--- src/hdl/mecodo_pkg.sv ---
// ----------------------------------------------------------------------------
// mecodo_pkg: shared types and constants of the mecanum odometry integrator
// Word layouts, arithmetic widths, the arctangent table and rounding helpers.
// ----------------------------------------------------------------------------
package mecodo_pkg;

   localparam int TRIG_ITERATIONS = 16;
   localparam int TRIG_STEPS      = (TRIG_ITERATIONS < 32) ? TRIG_ITERATIONS : 32;

   localparam int SUM_W  = 34;
   localparam int TRIG_W = 34;
   localparam int A_W    = 36;
   localparam int B_W    = TRIG_W;
   localparam int PW     = A_W + B_W;

   localparam int QUEUE_DEPTH = 2;
   localparam int QPTR_W      = (QUEUE_DEPTH > 1) ? $clog2(QUEUE_DEPTH) : 1;
   localparam int QCNT_W      = $clog2(QUEUE_DEPTH + 1);

   localparam logic signed [TRIG_W-1:0] CORDIC_START    = TRIG_W'(652032874);
   localparam logic signed [B_W-1:0]    TURN_PER_RADIAN = B_W'(683565276);
   localparam logic signed [PW-1:0]     TURN_HALF       = PW'(1) <<< 31;
   localparam logic signed [PW-1:0]     SAT_HI          = (PW'(1) <<< 31) - PW'(1);
   localparam logic signed [PW-1:0]     SAT_LO          = -(PW'(1) <<< 31);

   localparam int WHEEL_SHIFT = 18;
   localparam int FRAC_SHIFT  = 16;
   localparam int TRIG_SHIFT  = 30;

   localparam logic REG_RADIUS = 1'b0;
   localparam logic REG_RECIP  = 1'b1;

   typedef struct packed {
      logic signed [31:0] speed_front_left;
      logic signed [31:0] speed_front_right;
      logic signed [31:0] speed_back_left;
      logic signed [31:0] speed_back_right;
      logic [15:0]        tick_period;
   } req_type;

   typedef struct packed {
      logic signed [31:0] pose_x;
      logic signed [31:0] pose_y;
      logic [31:0]        pose_heading;
      logic signed [31:0] body_vx;
      logic signed [31:0] body_vy;
      logic signed [31:0] body_yaw_rate;
   } rsp_type;

   typedef struct packed {
      logic signed [SUM_W-1:0] sum_x;
      logic signed [SUM_W-1:0] sum_y;
      logic signed [SUM_W-1:0] sum_w;
      logic [15:0]             period;
   } entry_type;

   function automatic logic signed [TRIG_W-1:0] atan_turn(input logic [4:0] idx);
      logic [31:0] v;
      case (idx)
         5'd0:  v = 32'h20000000;
         5'd1:  v = 32'h12E4051D;
         5'd2:  v = 32'h09FB385B;
         5'd3:  v = 32'h051111D4;
         5'd4:  v = 32'h028B0D43;
         5'd5:  v = 32'h0145D7E1;
         5'd6:  v = 32'h00A2F61E;
         5'd7:  v = 32'h00517C55;
         5'd8:  v = 32'h0028BE53;
         5'd9:  v = 32'h00145F2E;
         5'd10: v = 32'h000A2F98;
         5'd11: v = 32'h000517CC;
         5'd12: v = 32'h00028BE6;
         5'd13: v = 32'h000145F3;
         5'd14: v = 32'h0000A2F9;
         5'd15: v = 32'h0000517C;
         5'd16: v = 32'h000028BE;
         5'd17: v = 32'h0000145F;
         5'd18: v = 32'h00000A2F;
         5'd19: v = 32'h00000517;
         5'd20: v = 32'h0000028B;
         5'd21: v = 32'h00000145;
         5'd22: v = 32'h000000A2;
         5'd23: v = 32'h00000051;
         5'd24: v = 32'h00000028;
         5'd25: v = 32'h00000014;
         5'd26: v = 32'h0000000A;
         5'd27: v = 32'h00000005;
         5'd28: v = 32'h00000002;
         5'd29: v = 32'h00000001;
         default: v = 32'h00000000;
      endcase
      return $signed({{(TRIG_W-32){1'b0}}, v});
   endfunction

   function automatic logic signed [PW-1:0] rnd_shift(input logic signed [PW-1:0] v,
                                                      input int unsigned n);
      logic signed [PW-1:0] half;
      half = PW'(1) <<< (n - 1);
      return (v + half) >>> n;
   endfunction

   function automatic logic signed [31:0] sat32(input logic signed [PW-1:0] v);
      logic signed [PW-1:0] s;
      if (v > SAT_HI) s = SAT_HI;
      else if (v < SAT_LO) s = SAT_LO;
      else s = v;
      return s[31:0];
   endfunction

endpackage

--- src/hdl/mecodo_front.sv ---
// ----------------------------------------------------------------------------
// mecodo_front: input side
// Takes tick words and forms the three wheel combinations for the queue.
// ----------------------------------------------------------------------------
module mecodo_front (
   input  logic                  req_valid,
   output logic                  req_ready,
   input  mecodo_pkg::req_type   req_payload,
   input  logic                  q_full,
   output logic                  q_push,
   output mecodo_pkg::entry_type q_data
);

   logic signed [mecodo_pkg::SUM_W-1:0] fl, fr, bl, br;

   assign fl = mecodo_pkg::SUM_W'(req_payload.speed_front_left);
   assign fr = mecodo_pkg::SUM_W'(req_payload.speed_front_right);
   assign bl = mecodo_pkg::SUM_W'(req_payload.speed_back_left);
   assign br = mecodo_pkg::SUM_W'(req_payload.speed_back_right);

   assign req_ready     = ~q_full;
   assign q_push        = req_valid & ~q_full;
   assign q_data.sum_x  = fl + fr + bl + br;
   assign q_data.sum_y  = fr + bl - fl - br;
   assign q_data.sum_w  = fr + br - fl - bl;
   assign q_data.period = req_payload.tick_period;

endmodule

--- config.mk ---
export PLATFORM = sky130hd
export DESIGN_NAME = mecodo_front
export DESIGN_NICKNAME = d
export VERILOG_FILES = /design/src/hdl/mecodo_pkg.sv /design/src/hdl/mecodo_front.sv
export SDC_FILE = /design/constraint.sdc
export NUM_CORES = 1
export LEC_CHECK = 0
export BUFFER_PORTS_ARGS = -buffer_cell sky130_fd_sc_hd__clkbuf_2
export CORE_MARGIN = 4
export CORE_UTILIZATION = 35
export DETAILED_ROUTE_END_ITERATION = 8
export PLACE_DENSITY_LB_ADDON = 0.05
export SLEW_MARGIN = 20
export SYNTH_ARGS = -nofsm -noshare
export SYNTH_HDL_FRONTEND = slang
export SYNTH_SLANG_ARGS = --single-unit
export TNS_END_PERCENT = 100
--- constraint.sdc ---
create_clock -name vclk -period 5.1
set_clock_uncertainty 0.2 [all_clocks]
set_input_delay 0.255 -clock vclk [all_inputs]
set_output_delay 0.255 -clock vclk [all_outputs]
set_load 0.005 [all_outputs]
==> out/qor.txt <==
outcome: complete, no violations
GRT Residual Overflow: 0
final WL: 29.7 mm
Final Total Pwr: 4710 uW
Hold Crit Class: in2out
leakage: 0.00636 uW
Hold Fails Final Rpt: 0
WL met1: 13.7 mm
Final ANT Viol Nets: 0
initial antenna violation count: 0
maxcap violations: 0
CP startpoint kind: primary input
WL per Instance: 16.2 um
Placeable Area: 28900 sq um
final critical-path share of the clock period: 94.8%
CTS resizes: 0
Via Count: 8849
crit path DAT: 4.38 ns
Slew Limit Fails: 0
average instance area after synthesis: 8.27 sq um
Final Setup Violations: 0
Synth Net Count: 1687
max_slew headroom: 52.4%
TNS Setup: 0 ns
largest net degree at the start of global routing: 10
worst-margin pin slew: 0.704 ns
met2 WL: 14.5 mm
Req. time, crit path: 4.64 ns
share of layout cells above drive strength 1: 17.4%
die height: 180 um
die area: 32200 sq um
Crit Path Class: in2out
crit-path max cell delay: 0.71 ns
synth warn: 0
Cell Rows: 62
Via density: 4.83
I/O pins: 266
GRT Resource Usage Total: 18.0%
Die Wd: 180 um
initial core utilization: 35.7%
sequential cell count: 0
antenna diode count: 0
fmax: 207 MHz
Met3 Wirelength: 1.29 mm
CP endpoint kind: output port
CP max FO: 4
Reg area: 0 sq um
Area Growth Syn to Fin: 14.6%
fin nets: 1893
Fill cells: 3108
Top Metal Used: met4
gpl congestion: 0.867
Cell Area, Synth: 10300 sq um
drt initial violations: 490
Layout clock buffers: 0
hold buffers post-CTS: 0
post-synthesis cell count: 1245
minimum clock period: 4.83 ns
DR DRC count: 0
slowest CP cell: o41ai_1
Distinct cells, synth: 63
detailed placer's ending HPWL: 27.7 mm
pwr/cell area: 399 nW/um^2
crit-path cells: clkbuf_2, fa_1, fa_1, ha_1, fa_1, a211oi_1, o21ai_0, a21oi_1, o41ai_1, a21o_1, a211o_1, a21oi_1, xnor2_1, clkbuf_2
Pre-antenna DRT Iters: 5
vias in the first global route: 9122
maximum vdd drop: 0.200 mV
first-pass GRT wire length: 48.4 mm
I/O Buffers: 234
sequential element share of the synthesized area: 0%
RSZ-0062 raised after global routing: false
final core utilization: 40.9%
Critical Path Most Common Cell: fa_1
[power by group]
group / switching (uW) / internal, uW
sequential: 0 / 0
combinational: 2710 / 1990
clock: 0 / 0
[cells in the final DEF, fill, tap and decap left out, types with 3 or more instances in the layout]
cell	Yosys	layout
a31oi_1	13	13
and3_1	11	11
a211oi_1	8	8
inv_1	318	318
nor2b_1	8	8
ha_1	101	101
o31ai_1	4	4
o21a_1	10	10
clkbuf_2	0	234
nand2_1	55	55
or3_1	7	7
a211o_1	5	5
o211ai_1	9	9
nor3_1	18	18
a21o_1	39	39
nand2b_1	11	11
xor2_1	33	33
nand4_1	20	20
a41oi_1	3	3
nand3_1	18	18
o21ai_0	53	53
o221ai_1	3	3
nor4_1	3	3
o41ai_1	3	3
nor2_1	58	58
fa_1	195	195
xnor2_1	60	60
buf_4	16	6
a21oi_1	85	85
o21bai_1	16	16
[cell type report]
cell class	instances	area, sq um	share of cell area (%)
timing repair buffer	240	1220	10.3
inverter	318	1190	10.1
tap	384	480	4.07
multi-input combinational	891	8910	75.5
[cell families (layout without fill, tap and decap cells)]
family,after synthesis,in the layout,share of synthesized area [%]
compound gates,276,276,17.6
xor+xnor,93,93,7.91
fa+ha+maj,296,296,50.2
buf+inv,354,558,13.5
mux,2,2,0.194
simple gates,224,224,10.6
[through the flow]
| stage | worst slack, ns | std cells | area [sq um] | hold slack, ns |
|---|---|---|---|---|
| finish | 0.267 | 1833 | 11800 | 0.310 |
| global route | 0.0340 | 1833 | 11800 | 0.310 |
| CTS | 0.201 | 1833 | 11800 | 0.310 |
| detailed placement | 0.209 | 1833 | 11800 | 0.310 |
| global placement | 0.345 | 1833 | 11800 | 0.310 |
| floorplan | 1.19 | 1245 | 10300 | 0.337 |
[synth_stat cells (2+ instances only)]
cell type / n / share of area, %
a211oi_1: 8 / 0.58
and2_1: 2 / 0.12
clkbuf_1: 19 / 0.69
nand3_1: 18 / 0.87
o41ai_1: 3 / 0.26
a221oi_1: 2 / 0.17
ha_1: 101 / 12
nor3_1: 18 / 0.87
nor3b_1: 2 / 0.15
a21oi_1: 85 / 4.1
inv_1: 318 / 12
o221ai_1: 3 / 0.26
nor4_1: 3 / 0.18
nor2b_1: 8 / 0.49
and4_1: 2 / 0.17
mux2i_1: 2 / 0.19
o21a_1: 10 / 0.73
nor2_1: 58 / 2.1
or3_1: 7 / 0.43
a21o_1: 39 / 2.8
o211ai_1: 9 / 0.66
nand4_1: 20 / 1.2
and3_1: 11 / 0.67
o21bai_1: 16 / 1.2
nand2_1: 55 / 2.0
nand2b_1: 11 / 0.67
a41o_1: 2 / 0.19
o211a_1: 2 / 0.19
o21ai_0: 53 / 2.6
a31oi_1: 13 / 0.79
fa_1: 195 / 38
o31ai_1: 4 / 0.29
a211o_1: 5 / 0.43
nand4b_1: 2 / 0.17
xnor2_1: 60 / 5.1
nand3b_1: 2 / 0.15
buf_4: 16 / 1.2
xor2_1: 33 / 2.8
a41oi_1: 3 / 0.26
or2_2: 2 / 0.12
[path summary, 6_finish.rpt]
kind	slack, ns	to	from	cells after the start
worst max-delay path	0.27	q_data[117]	req_payload[17]	14
worst min-delay path	0.31	q_data[13]	req_payload[13]	0
[what timing repair did]
| item | CTS | global route |
|---|---|---|
| buffers inserted | 0 | 0 |
| endpoints found under the setup margin | 0 | 1 |
| endpoints found under the hold margin | 0 | 0 |
[metal layers]
metal / global-route usage, % / vias up
met5: 0 / -
met4: 1.13 / 0
met3: 2.24 / 12
met2: 31.1 / 188
met1: 25.4 / 4265
li1: - / 4384
[worst max-delay path: cells and delay by family]
kind | cells | cell delay [ns]
AOI/OAI and AO/OA | 7 | 2.21
xor gates and xnor gates | 1 | 0.15
adders and majority gates | 4 | 1.49
buffers and inverters | 2 | 0.27
(Power assumes the default switching activity.)
