## src/hdl/mecodo_pkg.sv

```systemverilog
// ----------------------------------------------------------------------------
// mecodo_pkg: shared types and constants of the mecanum odometry integrator
// Word layouts, arithmetic widths, the arctangent table and rounding helpers.
// ----------------------------------------------------------------------------
package mecodo_pkg;

   localparam int TRIG_ITERATIONS = 16;
   localparam int TRIG_STEPS      = (TRIG_ITERATIONS < 32) ? TRIG_ITERATIONS : 32;

   localparam int SUM_W  = 34;
   localparam int TRIG_W = 34;
   localparam int A_W    = 36;
   localparam int B_W    = TRIG_W;
   localparam int PW     = A_W + B_W;

   localparam int QUEUE_DEPTH = 2;
   localparam int QPTR_W      = (QUEUE_DEPTH > 1) ? $clog2(QUEUE_DEPTH) : 1;
   localparam int QCNT_W      = $clog2(QUEUE_DEPTH + 1);

   localparam logic signed [TRIG_W-1:0] CORDIC_START    = TRIG_W'(652032874);
   localparam logic signed [B_W-1:0]    TURN_PER_RADIAN = B_W'(683565276);
   localparam logic signed [PW-1:0]     TURN_HALF       = PW'(1) <<< 31;
   localparam logic signed [PW-1:0]     SAT_HI          = (PW'(1) <<< 31) - PW'(1);
   localparam logic signed [PW-1:0]     SAT_LO          = -(PW'(1) <<< 31);

   localparam int WHEEL_SHIFT = 18;
   localparam int FRAC_SHIFT  = 16;
   localparam int TRIG_SHIFT  = 30;

   localparam logic REG_RADIUS = 1'b0;
   localparam logic REG_RECIP  = 1'b1;

   typedef struct packed {
      logic signed [31:0] speed_front_left;
      logic signed [31:0] speed_front_right;
      logic signed [31:0] speed_back_left;
      logic signed [31:0] speed_back_right;
      logic [15:0]        tick_period;
   } req_type;

   typedef struct packed {
      logic signed [31:0] pose_x;
      logic signed [31:0] pose_y;
      logic [31:0]        pose_heading;
      logic signed [31:0] body_vx;
      logic signed [31:0] body_vy;
      logic signed [31:0] body_yaw_rate;
   } rsp_type;

   typedef struct packed {
      logic signed [SUM_W-1:0] sum_x;
      logic signed [SUM_W-1:0] sum_y;
      logic signed [SUM_W-1:0] sum_w;
      logic [15:0]             period;
   } entry_type;

   function automatic logic signed [TRIG_W-1:0] atan_turn(input logic [4:0] idx);
      logic [31:0] v;
      case (idx)
         5'd0:  v = 32'h20000000;
         5'd1:  v = 32'h12E4051D;
         5'd2:  v = 32'h09FB385B;
         5'd3:  v = 32'h051111D4;
         5'd4:  v = 32'h028B0D43;
         5'd5:  v = 32'h0145D7E1;
         5'd6:  v = 32'h00A2F61E;
         5'd7:  v = 32'h00517C55;
         5'd8:  v = 32'h0028BE53;
         5'd9:  v = 32'h00145F2E;
         5'd10: v = 32'h000A2F98;
         5'd11: v = 32'h000517CC;
         5'd12: v = 32'h00028BE6;
         5'd13: v = 32'h000145F3;
         5'd14: v = 32'h0000A2F9;
         5'd15: v = 32'h0000517C;
         5'd16: v = 32'h000028BE;
         5'd17: v = 32'h0000145F;
         5'd18: v = 32'h00000A2F;
         5'd19: v = 32'h00000517;
         5'd20: v = 32'h0000028B;
         5'd21: v = 32'h00000145;
         5'd22: v = 32'h000000A2;
         5'd23: v = 32'h00000051;
         5'd24: v = 32'h00000028;
         5'd25: v = 32'h00000014;
         5'd26: v = 32'h0000000A;
         5'd27: v = 32'h00000005;
         5'd28: v = 32'h00000002;
         5'd29: v = 32'h00000001;
         default: v = 32'h00000000;
      endcase
      return $signed({{(TRIG_W-32){1'b0}}, v});
   endfunction

   function automatic logic signed [PW-1:0] rnd_shift(input logic signed [PW-1:0] v,
                                                      input int unsigned n);
      logic signed [PW-1:0] half;
      half = PW'(1) <<< (n - 1);
      return (v + half) >>> n;
   endfunction

   function automatic logic signed [31:0] sat32(input logic signed [PW-1:0] v);
      logic signed [PW-1:0] s;
      if (v > SAT_HI) s = SAT_HI;
      else if (v < SAT_LO) s = SAT_LO;
      else s = v;
      return s[31:0];
   endfunction

endpackage

```

## src/hdl/mecodo_queue.sv

```systemverilog
// ----------------------------------------------------------------------------
// mecodo_queue: short queue between front and back
// Holds classified ticks so each side stalls on its own.
// ----------------------------------------------------------------------------
module mecodo_queue (
   input  logic                  clock,
   input  logic                  reset,
   input  logic                  push,
   input  mecodo_pkg::entry_type push_data,
   output logic                  full,
   input  logic                  pop,
   output mecodo_pkg::entry_type pop_data,
   output logic                  empty
);

   mecodo_pkg::entry_type mem_ff [mecodo_pkg::QUEUE_DEPTH];
   logic [mecodo_pkg::QPTR_W-1:0] wptr_ff, wptr_in, rptr_ff, rptr_in;
   logic [mecodo_pkg::QCNT_W-1:0] cnt_ff, cnt_in;

   localparam logic [mecodo_pkg::QPTR_W-1:0] PTR_LAST =
      mecodo_pkg::QPTR_W'(mecodo_pkg::QUEUE_DEPTH - 1);

   assign full     = (cnt_ff == mecodo_pkg::QCNT_W'(mecodo_pkg::QUEUE_DEPTH));
   assign empty    = (cnt_ff == '0);
   assign pop_data = mem_ff[rptr_ff];

   always_comb begin
      wptr_in = wptr_ff;
      rptr_in = rptr_ff;
      cnt_in  = cnt_ff;
      if (push) begin
         wptr_in = (wptr_ff == PTR_LAST) ? '0 : wptr_ff + 1'b1;
      end
      if (pop) begin
         rptr_in = (rptr_ff == PTR_LAST) ? '0 : rptr_ff + 1'b1;
      end
      if (push && !pop) cnt_in = cnt_ff + 1'b1;
      else if (pop && !push) cnt_in = cnt_ff - 1'b1;
   end

   always_ff @(posedge clock) begin
      if (reset) begin
         wptr_ff <= '0;
         rptr_ff <= '0;
         cnt_ff  <= '0;
      end else begin
         wptr_ff <= wptr_in;
         rptr_ff <= rptr_in;
         cnt_ff  <= cnt_in;
      end
   end

   always_ff @(posedge clock) begin
      if (push) begin
         mem_ff[wptr_ff] <= push_data;
      end
   end

endmodule

```

## config.mk

```make
export PLATFORM = sky130hd
export DESIGN_NAME = mecodo_queue
export DESIGN_NICKNAME = d
export VERILOG_FILES = /design/src/hdl/mecodo_pkg.sv /design/src/hdl/mecodo_queue.sv
export SDC_FILE = /design/constraint.sdc
export NUM_CORES = 1
export LEC_CHECK = 0
export BUFFER_PORTS_ARGS = -buffer_cell sky130_fd_sc_hd__buf_4
export CAP_MARGIN = 20
export CORE_ASPECT_RATIO = 0.5
export CORE_UTILIZATION = 28
export CTS_CLUSTER_SIZE = 16
export DETAILED_ROUTE_END_ITERATION = 12
export MAX_ROUTING_LAYER = met4
export PLACE_DENSITY = 0.46
export SLEW_MARGIN = 20
export SYNTH_ARGS = -nofsm -noshare
export SYNTH_HDL_FRONTEND = slang
export SYNTH_SLANG_ARGS = --single-unit
```

## constraint.sdc

```tcl
create_clock -name clock -period 14.5 [get_ports clock]
set_clock_uncertainty 0.15 [all_clocks]
set_input_delay 2.175 -clock clock [delete_from_list [all_inputs] [get_ports clock]]
set_output_delay 2.175 -clock clock [all_outputs]
set_load 0.005 [all_outputs]
```

==> metrics <==
worst slew pin tran between 0.9 and 1 ns; Final Hold Fails 0; clock buffer count from CTS 24; Tcrit/Tclk final between 30% and 40%; H-tree levels 1; max cap viols 0; Starting Density 28.74%; WP data required around 12 ns; Tightest Hold Check Type flip-flop to flip-flop; critical path capture point type primary output; post-detail-place hpwl approximately 13000 um; Fin Hold WS between 0.3 and 0.4 ns; Min Clock Period, post-route around 5.3 ns; Die Y 127.3 um; sw power about 340 uW; post-synth cell types 16; routed via count 4446; RSZ-0062 raised after global routing false; final count of negative-setup-slack endpoints 0; Pre-antenna DRT Iters 4; global-route wire length before repair 28270 um; Via density around 4.1; Syn Nets 512; Filler cells about 2.9k; WP buf/inv 2; DR WL/cell around 18 um; ANT cells 0; sequential share of the synthesized area about 80%; initial antenna violation count 0; Clk pwr share 35.9%; Critical Path AT around 3 ns; Crit Path Max Fanout 64; Leak approximately 4.4 nW; nets@finish between 700 and 800; Setup CP Type flip-flop to primary output; Max clock buf depth 3; number of global-route vias before repair approximately 4.7k; total power after layout between 1.5 and 2 mW; Synth Warn # 0; DRT iter0 DRCs between 150 and 200; Post-CTS Hold Buffers 0; row cnt 45; port bufs between 200 and 250; Clk pin slew, worst setup/hold paths about 0.060 ns; post-route ant nets 0; Post-Synthesis Cells roughly 390; slowest stage cell on the critical path dfxtp_4; CTS sink cnt around 240; Total Neg Setup Slack 0 ns; Die X about 250 um; number of gates resized after cts 0; most common cell after layout, fill and taps aside buf_4; total grt overflow 0; Seq cells post-synth 241; share of layout cells above drive strength 1 between 50 and 60%; Post-DP Area between 0.01 and 0.015 mm2; status finished, final reports clean; multi-input logic area 0.001515 mm2; post-CTS setup buffer count 0; area growth from synthesis to layout 34.09%; die area about 0.032 mm2; Rel. slew slack 33.47%; CTS tree built; # DRC 0; Cell Chain, Critical Path buf_4 -> mux2_2 -> buf_4; IO Pins roughly 240; crit-path leading delay family buffers and inverters; Mapped Area roughly 0.0088 mm2; GRT Total Usage 12.20%; internal power 1.233 mW; Avg Inst Size Synth about 23 um2; max-slew violations 0; Worst setup SP type flip-flop; maximum clock rate around 190 MHz; Max stage delay on crit path slightly above 0.9 ns; Root Driver clkbuf_16; total wire length 19440 um; largest net degree at the start of global routing 70; CP most frequent cell buf_4; core area a little over 0.03 mm2; Sequential Area about 0.0072 mm2; Finished Cell Area around 0.012 mm2; most frequent cells in the layout buf_4, edfxtp_1, mux2_2, clkbuf_16, mux2_4; sequential power share between 50 and 60%; GP Congestion 0.7187; power density cells 133.6 mW/mm2; Comb pwr share a little under an eighth; Clock Latency Late Sink 0.51 ns; switching part of the total roughly 22%; Max rail drop VDD between 0.07 and 0.08 mV
[final timing paths]
kind	start	to	slack, ns	cells after the start
max	flip-flop	pop_data[104]	9.21	3
min	cnt_ff[1]	cnt_ff[1]	0.35	2
max reg2reg	wptr_ff	mem_ff[0][78]	11.79	3
min reg2reg	cnt_ff[1]	cnt_ff[1]	0.35	2
[area by class of cell]
type                            count  area share (%)
Clock buffer                       29           5.438
Clock inverter                     13          0.5310
Inverter                            1         0.03186
Multi-Input combinational cell    134           12.86
Sequential cell                   241           61.03
Tap cell                          423           4.492
Timing Repair Buffer              245           15.61
[power by group through the flow]
stage	combinational [mW]	sequential [mW]	clock, mW
after global routing	0.193	0.835	0.619
after global placement	0.184	0.844	0
after floorplan	0.0842	0.841	0
after detailed placement	0.185	0.846	0
after CTS	0.186	0.831	0.589
final	0.180	0.830	0.565
[flip-flops by register name, indices dropped and copies added (netlist names), named ones only]
| signal | count |
|---|---|
| wptr_ff | 1 |
| cnt_ff | 2 |
| rptr_ff | 1 |
| mem_ff | 236 |
[cell families (layout without fill, tap and decap cells)]
logic type	count (synthesis)	in the layout	share of synthesized area, %
flops	241	241	81.80
mux	118	118	15.98
buf+inv	14	288	1.068
simple gates	9	9	0.4985
xor+xnor	4	4	0.3988
compound gates	2	2	0.1138
fa+ha+maj	1	1	0.1424
[Yosys cell counts (all sizes together)]
library cell | count | area [um2]
edfxtp | 236 | 7087
mux2 | 118 | 1404
buf | 13 | 90.08
dfxtp | 5 | 100.1
nor2 | 5 | 18.77
nor2b | 2 | 12.51
xnor2 | 2 | 17.52
xor2 | 2 | 17.52
a21oi | 1 | 5.000
and2 | 1 | 6.260
ha | 1 | 12.51
inv | 1 | 3.750
o21ai | 1 | 5.000
or3 | 1 | 6.260
[metrics by stage]
stage | util (%) | instances | setup slack (ns)
2_1_floorplan | - | 389 | 6.443
3_3_place_gp | 36.23 | 1044 | 9.671
3_5_place_dp | 36.23 | 1044 | 9.662
4_1_cts | 38.53 | 1086 | 9.098
5_1_grt | 38.53 | 1086 | 8.998
6_report | 38.53 | 1086 | 9.210
[per-layer routing]
layer | vias up | routed length [um] | global-route usage [%] | share of wire, %
li1 | 2061 | - | - | -
met1 | 2283 | 7314 | 13.18 | 38
met2 | 70 | 11170 | 22.95 | 57
met3 | 32 | 591 | 2.404 | 3.0
met4 | 0 | 359 | 2.995 | 1.8
met5 | - | 0 | - | 0
[worst min-delay path, stage by stage, from the launching register on]
cell and delay, ns:
dfxtp_1 0.32, o21ai_0 0.07, a21oi_1 0.06
Power figures use the tool's default switching activity.
